[src/rtl/pas_pkg.sv]
// Shared types and constants for the path average speed block.
// No dependencies; imported by every module under rtl.
package pas_pkg;

    localparam int DEF_MAX_POINTS = 1024;
    localparam int DEF_COORD_BITS = 12;

    localparam int SUM_W    = 32;                 // length sum, Q8
    localparam int SPEED_W  = 21;                 // result speed, Q8
    localparam int SQ_SHIFT = 16;                 // radicand scaling for Q8 root

    localparam logic [SUM_W-1:0]   SUM_MAX   = {SUM_W{1'b1}};
    localparam logic [SPEED_W-1:0] SPEED_MAX = {SPEED_W{1'b1}};

    // start commands for the shared iterative unit
    typedef struct packed {
        logic go_sqrt;
        logic go_div;
    } t_arith_cmd;

endpackage

[src/rtl/pas_arith.sv]
// Iterative square root / divider sharing one subtract-compare unit.
// Depends on pas_pkg.
module pas_arith #(
    parameter int COORD_BITS = pas_pkg::DEF_COORD_BITS,
    parameter int CNT_W      = $clog2(pas_pkg::DEF_MAX_POINTS + 1)
) (
    input  logic                                   i_clk,
    input  logic                                   i_rst_n,
    input  pas_pkg::t_arith_cmd                    i_cmd,
    input  logic [2*COORD_BITS+1+pas_pkg::SQ_SHIFT-1:0] i_radicand,
    input  logic [pas_pkg::SUM_W-1:0]              i_dividend,
    input  logic [CNT_W-1:0]                       i_divisor,
    output logic                                   o_done,
    output logic [(2*COORD_BITS+1+pas_pkg::SQ_SHIFT+1)/2-1:0] o_root,
    output logic [pas_pkg::SUM_W-1:0]              o_quot
);
    import pas_pkg::*;

    localparam int VW = 2*COORD_BITS + 1 + SQ_SHIFT;
    localparam int RW = (VW + 1) / 2;
    localparam int SW = (2*RW > SUM_W) ? 2*RW : SUM_W;
    localparam int QW = (RW > SUM_W) ? RW : SUM_W;
    localparam int AW = (RW + 3 > CNT_W + 1) ? RW + 3 : CNT_W + 1;
    localparam int NW = $clog2(QW + 1);

    localparam logic [1:0] M_IDLE = 2'd0;
    localparam logic [1:0] M_SQRT = 2'd1;
    localparam logic [1:0] M_DIV  = 2'd2;

    logic [1:0]    r_mode;
    logic [NW-1:0] r_cnt;
    logic [SW-1:0] r_src;
    logic [QW-1:0] r_q;
    logic [AW-1:0] r_rem;
    logic          r_done;

    logic [AW-1:0] w_op_a;
    logic [AW-1:0] w_op_b;
    logic [AW:0]   w_sub;
    logic          w_ge;

    // one trial subtraction per cycle, operands steered by mode
    always_comb begin
        if (r_mode == M_SQRT) begin
            w_op_a = {r_rem[AW-3:0], r_src[2*RW-1 -: 2]};
            w_op_b = AW'({r_q[RW-1:0], 2'b01});
        end else begin
            w_op_a = {r_rem[AW-2:0], r_src[SUM_W-1]};
            w_op_b = AW'(i_divisor);
        end
        w_sub = {1'b0, w_op_a} - {1'b0, w_op_b};
        w_ge  = ~w_sub[AW];
    end

    always_ff @(posedge i_clk) begin
        if (!i_rst_n) begin
            r_mode <= M_IDLE;
            r_done <= 1'b0;
            r_cnt  <= '0;
        end else begin
            // done pulses the cycle after the final iteration
            r_done <= (r_mode != M_IDLE) && (r_cnt == '0);
            if (r_mode == M_IDLE) begin
                if (i_cmd.go_sqrt) begin
                    r_mode <= M_SQRT;
                    r_cnt  <= NW'(RW - 1);
                end else if (i_cmd.go_div) begin
                    r_mode <= M_DIV;
                    r_cnt  <= NW'(SUM_W - 1);
                end
            end else begin
                r_cnt <= r_cnt - 1'b1;
                if (r_cnt == '0) begin
                    r_mode <= M_IDLE;
                end
            end
        end
    end

    // datapath
    always_ff @(posedge i_clk) begin
        if (r_mode == M_IDLE) begin
            r_q   <= '0;
            r_rem <= '0;
            if (i_cmd.go_sqrt) begin
                r_src <= SW'(i_radicand);
            end else begin
                r_src <= SW'(i_dividend);
            end
        end else begin
            r_q   <= {r_q[QW-2:0], w_ge};
            r_rem <= w_ge ? w_sub[AW-1:0] : w_op_a;
            if (r_mode == M_SQRT) begin
                r_src <= r_src << 2;
            end else begin
                r_src <= r_src << 1;
            end
        end
    end

    assign o_done = r_done;
    assign o_root = r_q[RW-1:0];
    assign o_quot = r_q[SUM_W-1:0];

endmodule

[src/rtl/path_average_speed.sv]
// Path average speed over a track of positions; uses pas_pkg and pas_arith.
// Each item is captured; a present item with a step then goes through dx^2, dy^2,
// the square root and the sum; then the count and previous point are updated,
// and a last item that yields a speed goes on to the division. busy stays high
// until the item is done; the result is a one-cycle o_strobe pulse, the receiver
// cannot stall. Sync reset clears the sequencer, track state and strobe.
module path_average_speed #(
    parameter int MAX_POINTS = pas_pkg::DEF_MAX_POINTS,
    parameter int COORD_BITS = pas_pkg::DEF_COORD_BITS
) (
    input  logic                        i_clk,
    input  logic                        i_rst_n,
    input  logic                        start,
    output logic                        busy,
    input  logic [COORD_BITS-1:0]       i_pos_x,
    input  logic [COORD_BITS-1:0]       i_pos_y,
    input  logic                        i_present,
    input  logic                        i_last,
    output logic                        o_strobe,
    output logic [pas_pkg::SPEED_W-1:0] o_speed_q8,
    output logic                        o_too_few_points
);
    import pas_pkg::*;

    // widths derived from the coordinate size and the point limit
    localparam int CB  = COORD_BITS;
    localparam int VW  = 2*CB + 1 + SQ_SHIFT;    // radicand, (dx^2+dy^2) << 16
    localparam int RW  = (VW + 1) / 2;           // Q8 step length
    localparam int CW  = $clog2(MAX_POINTS + 1); // saturating point count

    // sequencer states
    localparam logic [2:0] S_IDLE = 3'd0;
    localparam logic [2:0] S_SQX  = 3'd1;  // dx^2 through the multiplier
    localparam logic [2:0] S_SQY  = 3'd2;  // dy^2 through the same multiplier
    localparam logic [2:0] S_LOAD = 3'd3;  // start the square root
    localparam logic [2:0] S_ROOT = 3'd4;  // wait for root, accumulate
    localparam logic [2:0] S_POST = 3'd5;  // count, previous point, end of track
    localparam logic [2:0] S_DIV  = 3'd6;  // wait for sum / steps

    logic [2:0]         r_state;

    // captured item
    logic [CB-1:0]      r_x;
    logic [CB-1:0]      r_y;
    logic               r_pres;
    logic               r_last;

    // track state
    logic [CB-1:0]      r_prev_x;
    logic [CB-1:0]      r_prev_y;
    logic [CW-1:0]      r_cnt;
    logic [SUM_W-1:0]   r_sum;

    // squares
    logic [2*CB-1:0]    r_sqx;
    logic [2*CB-1:0]    r_sqy;

    // result
    logic               r_strobe;
    logic [SPEED_W-1:0] r_speed;
    logic               r_few;

    logic [CB-1:0]      w_dx;
    logic [CB-1:0]      w_dy;
    logic [CB-1:0]      w_mul_in;
    logic [2*CB-1:0]    w_sq;
    logic [VW-1:0]      w_radicand;
    logic [SUM_W:0]     w_sum_add;
    logic [CW-1:0]      w_cnt_inc;
    logic               w_enough;
    logic               w_finish;
    t_arith_cmd         w_cmd;
    logic               w_done;
    logic [RW-1:0]      w_root;
    logic [SUM_W-1:0]   w_quot;

    // absolute differences, one shared squarer
    assign w_dx      = (r_x >= r_prev_x) ? (r_x - r_prev_x) : (r_prev_x - r_x);
    assign w_dy      = (r_y >= r_prev_y) ? (r_y - r_prev_y) : (r_prev_y - r_y);
    assign w_mul_in  = (r_state == S_SQX) ? w_dx : w_dy;
    assign w_sq      = {{CB{1'b0}}, w_mul_in} * {{CB{1'b0}}, w_mul_in};

    assign w_radicand = {({1'b0, r_sqx} + {1'b0, r_sqy}), {SQ_SHIFT{1'b0}}};
    assign w_sum_add  = {1'b0, r_sum} + (SUM_W+1)'(w_root);

    // count after this item; saturates at the point limit
    assign w_cnt_inc = (r_pres && (r_cnt < CW'(MAX_POINTS))) ? r_cnt + 1'b1 : r_cnt;
    assign w_enough  = (w_cnt_inc >= CW'(2));

    // track closes this cycle: short track in S_POST or quotient ready
    assign w_finish  = ((r_state == S_POST) && r_last && !w_enough)
                     || ((r_state == S_DIV) && w_done);

    always_comb begin
        w_cmd.go_sqrt = (r_state == S_LOAD);
        w_cmd.go_div  = (r_state == S_POST) && r_last && w_enough;
    end

    // shared root/divide unit; divisor is steps = points - 1, held during S_DIV
    pas_arith #(
        .COORD_BITS (COORD_BITS),
        .CNT_W      (CW)
    ) u_arith (
        .i_clk      (i_clk),
        .i_rst_n    (i_rst_n),
        .i_cmd      (w_cmd),
        .i_radicand (w_radicand),
        .i_dividend (r_sum),
        .i_divisor  (r_cnt - 1'b1),
        .o_done     (w_done),
        .o_root     (w_root),
        .o_quot     (w_quot)
    );

    // sequencer and track state
    always_ff @(posedge i_clk) begin
        if (!i_rst_n) begin
            r_state  <= S_IDLE;
            r_cnt    <= '0;
            r_sum    <= '0;
            r_prev_x <= '0;
            r_prev_y <= '0;
            r_strobe <= 1'b0;
        end else begin
            r_strobe <= w_finish;
            unique case (r_state)
                S_IDLE: begin
                    if (start) begin
                        // a step only exists once the track has a point
                        r_state <= (i_present && (r_cnt != '0)) ? S_SQX : S_POST;
                    end
                end
                S_SQX:  r_state <= S_SQY;
                S_SQY:  r_state <= S_LOAD;
                S_LOAD: r_state <= S_ROOT;
                S_ROOT: begin
                    if (w_done) begin
                        r_sum   <= w_sum_add[SUM_W] ? SUM_MAX : w_sum_add[SUM_W-1:0];
                        r_state <= S_POST;
                    end
                end
                S_POST: begin
                    if (r_last && !w_enough) begin
                        // fewer than two points: flag and start a new track
                        r_cnt    <= '0;
                        r_sum    <= '0;
                        r_prev_x <= '0;
                        r_prev_y <= '0;
                        r_state  <= S_IDLE;
                    end else begin
                        r_cnt <= w_cnt_inc;
                        if (r_pres) begin
                            r_prev_x <= r_x;
                            r_prev_y <= r_y;
                        end
                        r_state <= r_last ? S_DIV : S_IDLE;
                    end
                end
                S_DIV: begin
                    if (w_done) begin
                        r_cnt    <= '0;
                        r_sum    <= '0;
                        r_prev_x <= '0;
                        r_prev_y <= '0;
                        r_state  <= S_IDLE;
                    end
                end
                default: r_state <= S_IDLE;
            endcase
        end
    end

    // item capture and result payload
    always_ff @(posedge i_clk) begin
        if ((r_state == S_IDLE) && start) begin
            r_x    <= i_pos_x;
            r_y    <= i_pos_y;
            r_pres <= i_present;
            r_last <= i_last;
        end
        if (r_state == S_SQX) begin
            r_sqx <= w_sq;
        end
        if (r_state == S_SQY) begin
            r_sqy <= w_sq;
        end
        if ((r_state == S_POST) && r_last && !w_enough) begin
            r_speed <= '0;
            r_few   <= 1'b1;
        end else if ((r_state == S_DIV) && w_done) begin
            // clamp averages beyond the Q8 output range
            r_speed <= (|w_quot[SUM_W-1:SPEED_W]) ? SPEED_MAX : w_quot[SPEED_W-1:0];
            r_few   <= 1'b0;
        end
    end

    assign busy             = (r_state != S_IDLE);
    assign o_strobe         = r_strobe;
    assign o_speed_q8       = r_speed;
    assign o_too_few_points = r_few;

endmodule

[config.mk]
export PLATFORM = sky130hd
export DESIGN_NAME = path_average_speed
export DESIGN_NICKNAME = d
export VERILOG_FILES = /design/src/rtl/pas_pkg.sv /design/src/rtl/pas_arith.sv /design/src/rtl/path_average_speed.sv
export SDC_FILE = /design/constraint.sdc
export NUM_CORES = 1
export LEC_CHECK = 0
export BUFFER_PORTS_ARGS = -buffer_cell sky130_fd_sc_hd__buf_2
export CAP_MARGIN = 20
export CORE_UTILIZATION = 25
export CTS_CLUSTER_SIZE = 24
export DETAILED_ROUTE_END_ITERATION = 8
export SYNTH_ARGS = -nofsm -noshare
export SYNTH_HDL_FRONTEND = slang
export SYNTH_SLANG_ARGS = --single-unit
[constraint.sdc]
create_clock -name i_clk -period 15.6 [get_ports i_clk]
set_input_delay 0.78 -clock i_clk [delete_from_list [all_inputs] [get_ports i_clk]]
set_output_delay 0.78 -clock i_clk [all_outputs]
set_load 0.05 [all_outputs]
# Yosys cells after proc, flatten, opt, wreduce, memory -nomap -nowiden
# Index checks and enable logic that the tools add are counted.
[word_totals]
ff_bits = 273
mem_bits_rw = 0
latch_bits = 0
n_memories = 0
elab_cells = 115
mem_bits_ro = 0
output_inout_bits = 24
inputBits = 29
[classes]
multipliers = 1
n_bitwise = 1
n_addsub = 10
n_shift = 0
n_div = 0
reduce_logical = 26
n_lt_le_gt_ge = 4
muxes = 40
n_eq_ne = 13
[op_table]
columns = ["cell", "count"]
rows = [
  ["$mux W32", 4],
  ["$mux W12", 8],
  ["$pmux W32 S3", 1],
  ["$mux W42", 2],
  ["$pmux W12 S2", 2],
  ["$sub A12 B12 Y12", 4],
  ["$mux W23", 2],
  ["$mux W41", 1],
  ["$add A32 B21 Y33", 1],
  ["$mux W11", 3],
  ["$add A24 B24 Y25", 1],
  ["$sub A24 B23 Y25", 1],
  ["$ge A12 B12 Y1", 2],
  ["$mul A12 B12 Y24", 1],
  ["$mux W24", 1],
  ["$pmux W11 S2", 1],
  ["$mux W21", 1],
  ["$pmux W3 S7", 1],
  ["$mux W3", 6],
  ["$mux W6", 3],
  ["$add A11 B1 Y11 const B", 1],
  ["$ge A11 B2 Y1 const B", 1],
  ["$lt A11 B11 Y1 const B", 1],
  ["$reduce_bool A11 Y1", 1],
  ["other kinds (24)", 45],
]

# Depth between registers and ports, before layout
[depth]
depth_word = 8
ltp_mapped = 33
ltp_nobuf = 32

# Cells and area by module
# A second synthesis with hierarchy kept.
[hier_totals]
hier_cells = 2285
hier_area_um2 = 20359.5
[by_module_without_submodules]
columns = ["mod", "area_each_um2", "seq_area_each_um2", "cells_per_inst", "instances"]
rows = [
  ["path_average_speed", 14652.8, 4023.9, 1637, 1],
  ["pas_arith", 5706.7, 2122.0, 648, 1],
]

# Least setup slack after synthesis
# No wires, ideal clock.
[synth_path]
kind = "register to register"
startpoint = "reg r_x[0]"
endpoint = "reg r_sqx[23], data pin"
path_buffers = 1
synth_period_minus_slack_ns = 7.694
stages_incl_launch_ff = 29
path_slack_ns = 7.906
setup_ns = 0.269
required_ns = 15.331
arrival_ns = 7.425
path_cell_list = "edfxtp_1 > inv_1 > ha_1 > inv_1 > fa_1 > nand3_1 > a311oi_2 > a211oi_4 > mux2_2 > a222oi_1 > nand4_1 > nand3_1 > clkbuf_1 > and3_1 > fa_1 > fa_1 > fa_1 > fa_1 > inv_1 > fa_1 > inv_1 > ha_1 > nand4_1 > or3_1 > a31oi_1 > o22a_1 > a31oi_1 > o21ai_0 > xor2_1"
[synth_via]
elab_chain_len = 4
elab_cells_between_ends = 6
classes_between = "add/sub (2); mul (1); order compare (1); mux (2)"
[synth_rtl]
columns = ["item", "line", "text"]
rows = [
  ["from (decl)", "path_average_speed.sv:43", "logic [CB-1:0] r_x;"],
  ["from (signal assigned)", "path_average_speed.sv:176", "r_x <= i_pos_x;"],
  ["$sub A12 B12 Y12 or $ge A12 B12 Y1 (tied branches)", "path_average_speed.sv:78", "assign w_dx = (r_x >= r_prev_x) ? (r_x - r_prev_x) : (r_prev_x - r_x);"],
  ["$mux W12 (*)", "path_average_speed.sv:78", ""],
  ["$mux W12 (*)", "path_average_speed.sv:80", "assign w_mul_in = (r_state == S_SQX) ? w_dx : w_dy;"],
  ["$mul A12 B12 Y24 (*)", "path_average_speed.sv:81", "assign w_sq = {{CB{1'b0}}, w_mul_in} * {{CB{1'b0}}, w_mul_in};"],
  ["named net w_sq[23]", "path_average_speed.sv:66", "logic [2*CB-1:0] w_sq;"],
  ["to (signal assigned)", "path_average_speed.sv:182", "r_sqx <= w_sq;"],
  ["to (decl)", "path_average_speed.sv:55", "logic [2*CB-1:0] r_sqx;"],
]
# Mark *: on every way through the listed nets, which the timed path passes. The rest lies on a longest branch.
# A chain may end at the register's enable or synchronous reset.

# Worst setup path in the final report
[layout_path]
startpoint = "reg r_x[0]"
endpoint = "reg r_sqy[23], data pin"
[layout_via]
elab_chain_len = 4
elab_cells_between_ends = 6
classes_between = "add/sub (2); mul (1); order compare (1); mux (2)"
[layout_rtl]
columns = ["item", "line", "text"]
rows = [
  ["$sub A12 B12 Y12 or $ge A12 B12 Y1 (tied branches)", "path_average_speed.sv:78", ""],
  ["$mux W12 (*)", "path_average_speed.sv:78", ""],
  ["$mux W12 (*)", "path_average_speed.sv:80", ""],
  ["$mul A12 B12 Y24 (*)", "path_average_speed.sv:81", ""],
  ["named net w_sq[23]", "path_average_speed.sv:66", ""],
  ["to (signal assigned)", "path_average_speed.sv:185", "r_sqy <= w_sq;"],
  ["to (decl)", "path_average_speed.sv:56", "logic [2*CB-1:0] r_sqy;"],
]
# Marks and branches as above.

==> results_dict.tcl <==
set metrics [dict create \
    status "complete, no violations" \
    cts_buffers 29 \
    clk_latency_ps 590 \
    gp_congestion 0.837 \
    grt_start_max_net_pins 56 \
    n_fill_cell 8308 \
    stdcell_count 3326 \
    mostFrequentLayoutCell "nand2_1" \
    synth_seq_cells 271 \
    core_um2 77300 \
    hold_buffers 0 \
    syn_nets 2548 \
    period_needed_ps 8870 \
    rsz0062_at_grt "no" \
    synthDistinctLibCells 87 \
    netlist_area_um2 19500 \
    grt_overflow_total 0 \
    path_max_fanout 19 \
    cts_resized 0 \
    cts.sinks 271 \
    synth-async-reset-ratio_pct 0 \
    synth-xor-area-share_pct 4.32 \
    critPathLaunchType "flop" \
    place_hpwl_um 33700 \
    die_h_um 281 \
    firstDrtPassIters 5 \
    maxCapViolations 0 \
    clock_skew_ps 20.9 \
    post-cts-setup-buffer-count 0 \
    cp_slowest_cell "a211oi_4" \
    drc 0 \
    grt_pass1_vias 14798 \
    drt.antenna.violating_nets 0 \
    synthSimpleGateAreaFrac_pct 17.8 \
    grt_first_pass_wirelength_um 76100 \
    cts_root_buffer "clkbuf_16" \
    syn_inst 2259 \
    synth-edff-count 72 \
    period_share_pct 56.9 \
    avgSynthCellArea_um2 8.62 \
    cpMostUsedCell "fa_1" \
    ys_warn_count 0 \
    die-area_um2 79100 \
    end_kind "flop" \
    cp_slowest_stage_delay_ps 860 \
    required_ps 15900 \
    worst-setup-path-type "flop to flop" \
    antennaDiodeCount 0 \
    area_growth_pct 12.3 \
    synth_ff_type "dfxtp_1" \
    fmax_ghz 0.113 \
    cts_tree "yes" \
    cp.arrival_ps 9170 \
    fin_tns_setup_ps 0 \
    io_buffers 52 \
    synthMuxAreaShare_pct 1.83 \
    start_util_pct 25.2 \
    drive_above_1_share_pct 7.79 \
    drv_slew 0 \
    rows 102 \
    setup_viol 0 \
    avgRoutedWirePerCell_um 13.9 \
    ys_seq_area_share_pct 31.5 \
    htree_levels 1 \
    final_cell_mix "283 x nand2_1, 202 x inv_1, 197 x dfxtp_1" \
    cts_buffer_depth 3 \
    antenna_found_initial 0 \
    multi_input_area_um2 12200 \
    synth_top_family_by_area "adder cells" \
    io_pins 53 \
    via_per_inst 4.62 \
    initialDrtViolationCount 807 \
    grt_usage_pct 11.6 \
    path_clk_slew_ps 70 \
    worstMarginPinSlew_ps 980 \
    slew_headroom_pct 33.0 \
    hold_viol_final 0 \
    seq_area_um2 6150 \
    finalWirelength_um 46300 \
    dr_total_vias 15376 \
    min_path_type "primary input to flop" \
    die_width_um 281 \
    synth_compound_area_share_pct 18.3 \
    place_inst 3272 \
    synthAdderAreaFrac_pct 20.1 \
    fin_nets 2552 \
    hold_ws_ps 366 \
]
synth_stat cells (6+ instances only):
cell	count	area, um2
nand2_1	283	1060
inv_1	202	758
dfxtp_1	199	3980
ha_1	173	2160
a21oi_1	164	821
nor2_1	152	571
o21ai_0	129	646
fa_1	87	1740
edfxtp_1	72	2160
clkbuf_1	68	255
nand3_1	62	310
xnor2_1	62	543
a21o_1	57	428
and2_1	42	263
nor3_1	38	190
xor2_1	34	298
mux2i_1	30	300
o22ai_1	28	175
nand2b_1	24	150
and3_1	21	131
o21a_1	20	150
or3_1	20	125
nand4_1	19	119
nor2b_1	19	119
or2_2	18	113
buf_2	16	80.1
a22o_1	14	123
o21bai_1	13	97.6
a211oi_1	12	90.1
a31oi_1	12	75.1
a22oi_1	11	82.6
buf_1	11	41.3
o211ai_1	11	82.6
a311oi_1	8	70.1
or4_1	7	52.6
a211o_1	6	52.6
a221oi_1	6	52.6
nor3b_1	6	45.0
o31a_1	6	52.6
area by class of cell:
cell class              instances  area share, %
inverters                     204           3.50
multi-input cells            1681           55.6
clock buffers                  34           3.54
well taps                    1040           5.95
flip-flops and latches        271           28.1
clock inverters                20           1.22
repair buffers                 76           2.05
flip-flops by register name, summed over array words and instances (netlist names), 2 cells and up:
register,flops
u_arith.r_src,42
r_sum,32
u_arith.o_quot,32
r_sqx,23
r_sqy,23
u_arith.r_rem,23
o_speed_q8,21
r_prev_x,12
r_prev_y,12
r_x,12
r_y,12
r_cnt,11
u_arith.r_cnt,6
r_state,3
u_arith.r_mode,2
kinds of logic after synthesis:
group | Yosys count
flip-flops | 271
multiplexers | 35
AND/OR/NAND/NOR | 734
XOR/XNOR | 96
buffers and inverters | 307
adder cells (fa/ha/maj) | 260
AO/OA/AOI/OAI | 556
metal layers:
layer / vias up / global-route usage, % / share of wire (%)
li1: 7857 / - / -
met1: 7205 / 16.0 / 50
met2: 255 / 19.2 / 44
met3: 59 / 1.44 / 3.4
met4: 0 / 2.70 / 2.2
met5: - / 0 / 0
worst paths after layout:
| check | end | from | cells past startpoint | slack (ps) |
|---|---|---|---|---|
| setup / recovery | r_sqy[23]$_DFFE_PP_ | r_x[0]$_DFFE_PP_ | 27 | 6730 |
| hold / removal | r_y[11]$_DFFE_PP_ | i_pos_y[11] | 1 | 370 |
| setup reg to reg | r_sqy[23]$_DFFE_PP_ | r_x[0]$_DFFE_PP_ | 27 | 6730 |
| hold reg to reg | o_too_few_points$_SDFFE_PP1P_ | o_too_few_points$_SDFFE_PP1P_ | 1 | 450 |
per-stage QoR:
step                      cell area (um2)  utilization, %  worst slack (ps)
after floorplan                     19500               -              7910
after global placement              20800            26.9              6890
after detailed placement            20800            26.9              6730
after CTS                           21900            28.3              6730
after global routing                21900            28.3              6220
final                               21900            28.3              6730
worst max-delay path, delay by kind of cell (launching register included):
| family | cells | cell delay, ps |
|---|---|---|
| adder cells (fa/ha/maj) | 8 | 3520 |
| flip-flops | 1 | 410 |
| buffers and inverters | 4 | 220 |
| AO/OA/AOI/OAI | 8 | 2390 |
| AND/OR/NAND/NOR | 5 | 1480 |
| XOR/XNOR | 1 | 110 |
| multiplexers | 1 | 420 |
Power is not shown: default switching activity piles up to over one toggle a cycle in this logic, so the estimate is an artifact.
